$ cat src/rtl/csop_pkg.sv
package csop_pkg;

	// Header opcodes, taken from bits 31:28 of a header word.
	localparam logic [3:0] OP_SETCL   = 4'd0;
	localparam logic [3:0] OP_INCR    = 4'd1;
	localparam logic [3:0] OP_NONINCR = 4'd2;
	localparam logic [3:0] OP_MASK    = 4'd3;
	localparam logic [3:0] OP_IMM     = 4'd4;
	localparam logic [3:0] OP_RESTART = 4'd5;
	localparam logic [3:0] OP_GATHER  = 4'd6;
	localparam logic [3:0] OP_EXTEND  = 4'd14;

	// Word kinds.
	localparam logic KIND_HEADER  = 1'b0;
	localparam logic KIND_PAYLOAD = 1'b1;

	// Insert modes of a GATHER header.
	localparam logic [1:0] GATHER_NONE    = 2'd0;
	localparam logic [1:0] GATHER_NONINCR = 2'd1;
	localparam logic [1:0] GATHER_INCR    = 2'd2;

	// Parser state carried from one word to the next.
	typedef struct packed {
		logic        expect_payload;
		logic [3:0]  owner_opcode;
		logic [11:0] base_offset;
		logic [15:0] remaining_mask;
		logic [15:0] remaining_count;
		logic [15:0] payload_index;
	} parse_state_t;

	// One decoded result.
	typedef struct packed {
		logic        word_kind;
		logic [3:0]  opcode;
		logic [11:0] offset_field;
		logic [9:0]  class_id;
		logic [15:0] short_value;
		logic [1:0]  gather_mode;
		logic [3:0]  extend_subop;
		logic [23:0] extend_value;
		logic [31:0] restart_address;
		logic [16:0] register_address;
		logic [31:0] payload_data;
	} result_t;

endpackage

$ cat src/rtl/csop_decode.sv
module csop_decode (
	input  logic [31:0]           word,
	input  logic                  last,
	input  csop_pkg::parse_state_t st,
	output csop_pkg::parse_state_t nxt,
	output csop_pkg::result_t     res
);
	import csop_pkg::*;

	logic [3:0]  low_idx;
	logic [3:0]  op;
	logic [11:0] off;

	assign op  = word[31:28];
	assign off = word[27:16];

	// Index of the lowest mask bit still to be served.
	always_comb begin
		low_idx = 4'd0;
		for (int i = 15; i >= 0; i--) begin
			if (st.remaining_mask[i]) begin
				low_idx = 4'(i);
			end
		end
	end

	always_comb begin
		logic done;
		done = 1'b0;
		res  = '0;
		nxt  = st;
		if (st.expect_payload) begin
			res.word_kind        = KIND_PAYLOAD;
			res.opcode           = st.owner_opcode;
			res.offset_field     = st.base_offset;
			res.payload_data     = word;
			res.register_address = {5'd0, st.base_offset};
			if (st.owner_opcode == OP_SETCL || st.owner_opcode == OP_MASK) begin
				res.register_address = {5'd0, st.base_offset} + {13'd0, low_idx};
				nxt.remaining_mask = st.remaining_mask & ~(16'd1 << low_idx);
				done = (nxt.remaining_mask == 16'd0);
			end else begin
				if (st.owner_opcode == OP_INCR) begin
					res.register_address = {5'd0, st.base_offset} + {1'b0, st.payload_index};
					nxt.payload_index = st.payload_index + 16'd1;
				end
				nxt.remaining_count = st.remaining_count - 16'd1;
				done = (nxt.remaining_count == 16'd0);
			end
			if (done) begin
				nxt.expect_payload = 1'b0;
			end
		end else begin
			res.word_kind       = KIND_HEADER;
			res.opcode          = op;
			nxt.owner_opcode    = op;
			nxt.base_offset     = off;
			nxt.remaining_mask  = 16'd0;
			nxt.remaining_count = 16'd0;
			nxt.payload_index   = 16'd0;
			nxt.expect_payload  = 1'b0;
			case (op)
				OP_SETCL: begin
					res.offset_field   = off;
					res.class_id       = word[15:6];
					res.short_value    = {10'd0, word[5:0]};
					nxt.remaining_mask = {10'd0, word[5:0]};
					nxt.expect_payload = (word[5:0] != 6'd0);
				end
				OP_MASK: begin
					res.offset_field   = off;
					res.short_value    = word[15:0];
					nxt.remaining_mask = word[15:0];
					nxt.expect_payload = (word[15:0] != 16'd0);
				end
				OP_INCR, OP_NONINCR: begin
					res.offset_field    = off;
					res.short_value     = word[15:0];
					nxt.remaining_count = word[15:0];
					nxt.expect_payload  = (word[15:0] != 16'd0);
				end
				OP_IMM: begin
					res.offset_field = off;
					res.short_value  = word[15:0];
				end
				OP_RESTART: begin
					res.restart_address = {word[27:0], 4'd0};
				end
				OP_GATHER: begin
					res.offset_field = off;
					res.short_value  = {2'd0, word[13:0]};
					if (word[15]) begin
						res.gather_mode = word[14] ? GATHER_INCR : GATHER_NONINCR;
					end else begin
						res.gather_mode = GATHER_NONE;
					end
					nxt.remaining_count = 16'd1;
					nxt.expect_payload  = 1'b1;
				end
				OP_EXTEND: begin
					res.extend_subop = word[27:24];
					res.extend_value = word[23:0];
				end
				default: begin
					nxt.base_offset = 12'd0;
				end
			endcase
		end
		if (last) begin
			nxt.expect_payload = 1'b0;
		end
	end

endmodule

$ cat src/rtl/csop_out_queue.sv
module csop_out_queue (
	input  logic              clk,
	input  logic              arst_n,
	input  logic              push,
	input  csop_pkg::result_t push_data,
	output logic              full,
	output logic              pop_valid,
	input  logic              pop_ready,
	output csop_pkg::result_t pop_data
);
	import csop_pkg::*;

	result_t    entry_q [2];
	logic       head_q;
	logic [1:0] count_q;
	logic       tail;
	logic       pop;

	assign full      = (count_q == 2'd2);
	assign pop_valid = (count_q != 2'd0);
	assign pop       = pop_valid && pop_ready;
	assign tail      = head_q ^ count_q[0];
	assign pop_data  = entry_q[head_q];

	always_ff @(posedge clk) begin
		if (push) begin
			entry_q[tail] <= push_data;
		end
	end

	always_ff @(posedge clk or negedge arst_n) begin
		if (!arst_n) begin
			head_q  <= 1'b0;
			count_q <= 2'd0;
		end else begin
			if (pop) begin
				head_q <= ~head_q;
			end
			count_q <= count_q + {1'b0, push} - {1'b0, pop};
		end
	end

`ifndef SYNTHESIS
	a_count_range: assert property (@(posedge clk) disable iff (!arst_n)
		count_q != 2'd3)
		else $error("result queue count out of range");
	a_push_grows: assert property (@(posedge clk) disable iff (!arst_n)
		(push && !pop) |=> count_q == $past(count_q) + 2'd1)
		else $error("push without pop did not grow the queue");
	a_pop_shrinks: assert property (@(posedge clk) disable iff (!arst_n)
		(pop && !push) |=> count_q == $past(count_q) - 2'd1)
		else $error("pop without push did not shrink the queue");
`endif

endmodule

$ cat src/rtl/command_stream_opcode_parser.sv
// Command stream opcode parser.
//
// The input channel (in_valid / in_ready) takes one 32-bit command word per
// request, together with end_of_buffer, which marks the last word of a buffer.
// Every accepted word yields exactly one result request on the output channel
// (out_valid / out_ready): the word is reported as a header with its decoded
// fields, or as a payload word with the opcode of its header and the register
// address that it targets.
//
// A word is captured in the input stage at acceptance, decoded against the
// parser state, and its result is registered into a two-entry result queue
// that drives the output ports. Throughput is one word per cycle while the
// queue has room, set by the single decode pass that also updates the state.
// When the receiver stalls, the queue absorbs up to two results and the input
// stage holds a third word; in_ready falls only once all three are occupied.
//
// Reset empties the input stage and the queue and returns the parser to
// expecting a header, with all state cleared to zero.
module command_stream_opcode_parser (
	input  logic        clk,
	input  logic        arst_n,
	input  logic        in_valid,
	output logic        in_ready,
	input  logic [31:0] command_word,
	input  logic        end_of_buffer,
	output logic        out_valid,
	input  logic        out_ready,
	output logic        word_kind,
	output logic [3:0]  opcode,
	output logic [11:0] offset_field,
	output logic [9:0]  class_id,
	output logic [15:0] short_value,
	output logic [1:0]  gather_mode,
	output logic [3:0]  extend_subop,
	output logic [23:0] extend_value,
	output logic [31:0] restart_address,
	output logic [16:0] register_address,
	output logic [31:0] payload_data
);
	import csop_pkg::*;

	// Input stage: one accepted word waiting for its decode pass.
	logic        valid_s1;
	logic [31:0] word_s1;
	logic        eob_s1;

	// Parser state, updated once per decoded word.
	parse_state_t state_q;
	parse_state_t state_next;
	result_t      dec_result;
	result_t      out_result;

	logic queue_full;
	logic advance;

	// The stage moves on whenever the result queue has room for its result.
	assign advance  = valid_s1 && !queue_full;
	assign in_ready = !valid_s1 || advance;

	always_ff @(posedge clk) begin
		if (in_valid && in_ready) begin
			word_s1 <= command_word;
			eob_s1  <= end_of_buffer;
		end
	end

	always_ff @(posedge clk or negedge arst_n) begin
		if (!arst_n) begin
			valid_s1 <= 1'b0;
			state_q  <= '0;
		end else begin
			if (in_ready) begin
				valid_s1 <= in_valid;
			end
			if (advance) begin
				state_q <= state_next;
			end
		end
	end

	csop_decode u_decode (
		.word (word_s1),
		.last (eob_s1),
		.st   (state_q),
		.nxt  (state_next),
		.res  (dec_result)
	);

	csop_out_queue u_queue (
		.clk       (clk),
		.arst_n    (arst_n),
		.push      (advance),
		.push_data (dec_result),
		.full      (queue_full),
		.pop_valid (out_valid),
		.pop_ready (out_ready),
		.pop_data  (out_result)
	);

	assign word_kind        = out_result.word_kind;
	assign opcode           = out_result.opcode;
	assign offset_field     = out_result.offset_field;
	assign class_id         = out_result.class_id;
	assign short_value      = out_result.short_value;
	assign gather_mode      = out_result.gather_mode;
	assign extend_subop     = out_result.extend_subop;
	assign extend_value     = out_result.extend_value;
	assign restart_address  = out_result.restart_address;
	assign register_address = out_result.register_address;
	assign payload_data     = out_result.payload_data;

`ifndef SYNTHESIS
	a_mask_pending: assert property (@(posedge clk) disable iff (!arst_n)
		(state_q.expect_payload &&
		 (state_q.owner_opcode == OP_SETCL || state_q.owner_opcode == OP_MASK))
		|-> state_q.remaining_mask != 16'd0)
		else $error("payload expected with an empty mask");
	a_count_pending: assert property (@(posedge clk) disable iff (!arst_n)
		(state_q.expect_payload &&
		 (state_q.owner_opcode == OP_INCR || state_q.owner_opcode == OP_NONINCR ||
		  state_q.owner_opcode == OP_GATHER))
		|-> state_q.remaining_count != 16'd0)
		else $error("payload expected with a zero count");
	a_eob_header: assert property (@(posedge clk) disable iff (!arst_n)
		(advance && eob_s1) |=> !state_q.expect_payload)
		else $error("parser still expects payload after end of buffer");
`endif

endmodule
$ cat config.mk
export PLATFORM = sky130hd
export DESIGN_NAME = command_stream_opcode_parser
export DESIGN_NICKNAME = d
export VERILOG_FILES = /design/src/rtl/csop_pkg.sv /design/src/rtl/csop_decode.sv /design/src/rtl/csop_out_queue.sv /design/src/rtl/command_stream_opcode_parser.sv
export SDC_FILE = /design/constraint.sdc
export NUM_CORES = 1
export LEC_CHECK = 0
export BUFFER_PORTS_ARGS = -buffer_cell sky130_fd_sc_hd__buf_4
export CAP_MARGIN = 30
export CELL_PAD_IN_SITES_DETAIL_PLACEMENT = 2
export CELL_PAD_IN_SITES_GLOBAL_PLACEMENT = 2
export CORE_MARGIN = 2
export CORE_UTILIZATION = 44
export DETAILED_ROUTE_END_ITERATION = 8
export PLACE_DENSITY_LB_ADDON = 0.3
export SETUP_SLACK_MARGIN = 0.5
export SYNTH_ARGS = -nofsm -noshare
export SYNTH_HDL_FRONTEND = slang
export SYNTH_SLANG_ARGS = --single-unit
export TNS_END_PERCENT = 5
$ cat constraint.sdc
create_clock -name clk -period 23.3 [get_ports clk]
set_input_delay 4.66 -clock clk [delete_from_list [all_inputs] [get_ports clk]]
set_output_delay 4.66 -clock clk [all_outputs]
set_load 0.005 [all_outputs]
Yosys cells after proc, flatten, opt, wreduce, memory -nomap -nowiden
Memory sizes are Yosys's and may differ from the RTL's.
Index checks and enable logic that the tools add are counted.
{"block": "totals", "regBits": 102, "word_cells": 104, "output_inout_bits": 156, "n_memories": 1, "mem_bits_rw": 308}
{"memory": "u_queue.entry_q", "words": 2, "width": 154, "rd": 1, "rd_ports_with_merged_regs": 0, "wr": 1, "line_no": "csop_out_queue.sv:13", "rtl": "result_t entry_q [2];"}
{"block": "classes", "bitwise_logic": 5, "muxes": 44, "reduce_logical": 23, "add_sub_neg": 6, "n_eq_ne": 13, "n_shift": 1}
{"op": "88-bit two-way mux", "n": 1}
{"op": "32-bit two-way mux", "n": 2}
{"op": "4-bit two-way mux", "n": 16}
{"op": "16-bit one-hot mux with 2 select lines", "n": 2}
{"op": "17-bit two-way mux", "n": 3}
{"op": "49-bit two-way mux", "n": 1}
{"op": "48-bit two-way mux", "n": 1}
{"op": "16-bit one-hot mux with 3 select lines", "n": 1}
{"op": "16-bit zero test", "n": 2}
{"op": "16-bit two-way mux", "n": 2}
{"op": "28-bit two-way mux", "n": 1}
{"op": "12-bit two-way mux", "n": 2}
{"op": "12-bit by 16-bit adder with 17-bit output", "n": 1}
{"op": "16-bit by 1-bit adder with 16-bit output, second input constant", "n": 1}
{"op": "16-bit bitwise AND", "n": 1}
{"op": "16-bit inverter", "n": 1}
{"op": "16-bit nonzero test", "n": 1}
{"op": "1-bit by 4-bit << shifter with 16-bit output, first input constant", "n": 1}
{"op": "16-bit by 1-bit subtractor with 16-bit output, second input constant", "n": 1}
{"op": "12-bit by 4-bit adder with 13-bit output", "n": 1}
{"op": "4-bit by 2-bit == test with 1-bit output, second input constant", "n": 3}
{"op": "4-bit by 3-bit == test with 1-bit output, second input constant", "n": 3}
{"op": "10-bit two-way mux", "n": 1}
{"op": "4-bit by 1-bit == test with 1-bit output, second input constant", "n": 2}
{"op": "other kinds (24)", "n": 41}

Logic depth before layout (Yosys ltp)
{"block": "logic_depth", "ltp_word": 25, "depth_mapped": 13}

Modules after synthesis
From an unflattened synthesis, not the netlist that was laid out.
{"block": "unflattened", "hier_cells": 1323, "area_unflattened_um2": 18883.1}
{"module": "csop_out_queue", "area_per_inst_um2": 11343.4, "seq_area_each_um2": 9323.9, "cells_per_inst": 495, "instances": 1}
{"module": "csop_decode", "area_per_inst_um2": 3873.7, "seq_area_each_um2": 0.0, "cells_per_inst": 653, "instances": 1}
{"module": "command_stream_opcode_parser", "area_per_inst_um2": 3666.0, "seq_area_each_um2": 2642.5, "cells_per_inst": 175, "instances": 1}

Least setup slack after synthesis
Ideal clock, no wire load.
{"block": "synth_path", "path_type": "reg2reg", "from": "register u_queue.head_q", "to": "memory u_queue.entry_q[0][0] (netlist bit), enable pin", "path_buffers": 2, "slack_ns": 15.478, "setup_time_ns": 0.662, "path_stages_with_launch": 5, "arrival_ns": 7.160, "period_less_slack_ns": 7.822, "path_cell_list": "dfrtp_1 -> clkbuf_1 -> clkbuf_1 -> xor2_1 -> nor2_1"}
{"block": "synth_via", "elab_chain_len": 1}
{"item": "start, declared", "line_no": "csop_out_queue.sv:14", "rtl": "logic head_q;"}
{"item": "start signal, assigned", "line_no": "csop_out_queue.sv:37", "rtl": "head_q <= ~head_q;"}
{"item": "1-bit bitwise XOR", "line_no": "csop_out_queue.sv:22", "rtl": "assign tail = head_q ^ count_q[0];"}
{"item": "end, declared", "line_no": "csop_out_queue.sv:13"}
No other way between the ends.

Worst setup path after layout
{"block": "layout_path", "from": "register u_queue.head_q", "to": "output port offset_field[5]"}
{"block": "layout_via", "elab_chain_len": 1}
{"item": "memory read 2 x 154 bit"}
{"item": "end, declared", "line_no": "command_stream_opcode_parser.sv:30", "rtl": "output logic [11:0] offset_field,"}
No other way between the ends.

==> impl_metrics.ini <==
[critical_path]
worst-path-buf-inv = 2
slowest_stage = dfrtp_4
crit_family = buffers and inverters
crit_arrival_ns = 2.62
cp_cell_sequence = buf_4, mux2_2, buf_4
slowest_delay_ns = 0.70
crit_fanout = 51
critical_path_required_ns = 18.64
end_kind = output port
crit_top_cell = buf_4
crit_path_start_kind = flop
path_class = flop to output port

[grt]
grt_pass1_vias = 13870
grt_first_pass_wirelength_um = 96080
grt_max_degree = 77
grt_usage_pct = 31.04
antenna_found_initial = 0
grt_overflow = 0

[yosys]
synthDominantCellAreaShare_pct = 55.69
synth_common_cells = edfxtp_1, mux2_2, nand2_1
syn_area_per_cell_sq_um = 13.26
syn_inst = 1354
synthTopCellsByArea = edfxtp_1, mux2_2, dfrtp_1, nand2_1, nor2_1
synth_warnings = 0
synthFlopType = edfxtp_1
yosysTopAreaCell = edfxtp_1
syn_area_sq_mm = 0.01795
synth.most_common_cell = edfxtp_1
async_flop_share_pct = 17.16
ys_types = 72
yosysSeqAreaShare_pct = 65.31
synth-edff-count = 333
ys_ff_latch = 402

[sta]
rsz0062_at_grt = false
timing.final.ws_setup_ns = 16.02
finalHoldViolations = 0
tns_ns = 0
timing.final.crit_share_pct = 31.26
drv_slew = 0
setup_viol = 0
worstMarginPinSlew_ns = 0.9735
period_needed_ns = 7.283
fmax_ghz = 0.1373
slew_headroom_pct = 34.41
clock_skew_ns = 0.02714

[pwr]
p_switching_mw = 1.340
seq_power_share_pct = 40.7
power_density_mw_per_mm2 = 161.7
p_sw_share_pct = 38.79
p_leak_nw = 8.094
p_comb_share_pct = 39.5
p_int_mw = 2.115
power_frac_clock_pct = 19.8
power_mw = 3.456
vdd_drop_max_uv = 113.6

[cts]
cts.sinks = 402
htreeDepth = 2
cts_tree = yes
clk_latency_ns = 0.58
cts_setup_buffers = 0
cts_made_buffers = 43
cts_resized = 0
path_clk_slew_ns = 0.06
clockRootBuffer = clkbuf_16
clockBufferDepth = 3
ctsHoldBuffers = 0

[final_layout]
nNetsFinal = 1600
n_antenna_cell = 0
area_growth_pct = 19.05
finalNonFillerCells = 2107
fin_util_pct = 52.71
drive_gt1_share_pct = 28.57

[hold_path]
hold_path_class = flop to flop

[placed_design]
dp.cells = 2026
dpl_worst_slack_ns = 16.42
dp_hpwl_um = 41530
port-buffer-count = 188
gp_congestion = 0.8828

[flow_run]
drv_cap = 0

[detailed_routing]
drtAntennaViolNets = 0
vias = 12770
drcViolationCount = 0
vias_per_cell = 6.058
drtIter0Drc = 1047
first_pass_iters = 5
routed_wl_um = 65710
wire_per_inst_um = 31.19

[die]
start_util_pct = 44.27
die_h_um = 206.0
die_area_sq_mm = 0.04244
fp.dieW_um = 206.0
coreArea_sq_mm = 0.04055
rows = 74
ios = 193

[outcome]
outcome = completed
==> power by group through the flow <==
stage / sequential, mW / clock (mW) / combinational (mW)
floorplan: 1.30 / 0 / 0.750
global placement: 1.35 / 0 / 1.22
detailed placement: 1.39 / 0 / 1.31
CTS: 1.40 / 0.694 / 1.36
global route: 1.43 / 0.719 / 1.46
finish: 1.41 / 0.684 / 1.36
==> logic make-up (layout without fill, tap and decap cells) <==
| kind of cell | after synthesis | count (layout) | share of synthesized area (%) |
|---|---|---|---|
| buffers and inverters | 88 | 306 | 2.028 |
| other | 1 | 4 | 0.02089 |
| multiplexers | 157 | 157 | 9.826 |
| XOR/XNOR | 33 | 33 | 1.610 |
| adder cells (fa/ha/maj) | 22 | 22 | 1.575 |
| AO/OA/AOI/OAI | 220 | 220 | 7.930 |
| AND/OR/NAND/NOR | 431 | 431 | 11.70 |
| flip-flops | 402 | 402 | 65.31 |
==> cell type report <==
| type | instances | area (sq um) |
|---|---|---|
| Timing Repair Buffer | 211 | 1664 |
| Fill cell | 3770 | 19180 |
| Sequential cell | 402 | 11730 |
| Tap cell | 532 | 665.6 |
| Clock inverter | 14 | 110.1 |
| Clock buffer | 65 | 1249 |
| Inverter | 16 | 60.06 |
| Multi-Input combinational cell | 867 | 5893 |
==> cell usage in the layout, fill, tap and decap left out, types with 4 or more instances in the layout <==
cell type / netlist / layout
edfxtp_1: 333 / 333
buf_4: 5 / 206
mux2_2: 154 / 154
nand2_1: 124 / 124
nor2_1: 121 / 120
dfrtp_1: 69 / 67
and2_1: 62 / 61
o21ai_0: 59 / 59
a21oi_1: 58 / 57
clkbuf_16: 0 / 43
nand3_1: 29 / 29
a211oi_1: 22 / 22
a22o_1: 21 / 21
ha_1: 21 / 21
nor3_1: 19 / 19
xnor2_1: 18 / 18
xor2_1: 15 / 15
nand2b_1: 13 / 13
inv_1: 13 / 13
clkbuf_1: 60 / 13
a31oi_1: 11 / 11
nor4_1: 10 / 10
clkbuf_8: 0 / 9
and3_1: 9 / 8
or3_1: 8 / 8
a21o_1: 6 / 6
clkinv_1: 0 / 6
o21ai_1: 5 / 5
or4_1: 5 / 5
clkinv_2: 0 / 5
o31a_1: 4 / 4
nand4_1: 4 / 4
conb_1: 1 / 4
==> stage by stage <==
step,hold slack (ns),area (sq um)
CTS,0.5456,21330
global placement,0.5018,19880
detailed placement,0.5383,19970
finish,0.5491,21380
floorplan,0.4767,17970
global route,0.5901,21380
==> flip-flops by register name, summed over array words and instances (netlist names) <==
register and flops:
eob_s1 1, state_q 65, u_queue.count_q 2, u_queue.entry_q 300, u_queue.head_q 1, valid_s1 1
word_s1 32
==> path summary, 6_finish.rpt <==
kind / start / cells past startpoint / slack (ns) / endpoint
setup / recovery: u_queue.head_q / 3 / 16.02 / offset_field[5]
hold / removal: u_queue.count_q[1] / 1 / 0.55 / u_queue.count_q[1]
setup reg to reg: state_q[47] / 13 / 19.48 / u_queue.entry_q[1][40]
hold reg to reg: u_queue.count_q[1] / 1 / 0.55 / u_queue.count_q[1]
max in group asynchronous: arst_n / 2 / 18.63 / state_q[64]
min in group asynchronous: arst_n / 1 / 4.03 / state_q[27]
==> metal layers <==
layer  wire length, um  up-vias  track usage, %
met2             32890      534           53.67
met1             26610     6689           39.42
met3              3862      145           5.156
met4              2341        0           10.94
met5                 0        -               0
li1                  -     5397               -
==> worst register-to-register path, stage by stage (launching register included) <==
cell and delay [ns]:
dfrtp_1 0.50, inv_1 0.16, o21ai_1 0.27, a21oi_1 0.14, o41ai_2 0.30, buf_4 0.25
o21ba_2 0.26, ha_1 0.29, ha_1 0.23, nand2_1 0.07, o2111a_1 0.27, o31ai_1 0.29
a41oi_1 0.18, a211oi_1 0.40
Note: power is estimated with default switching activity, not from simulation.
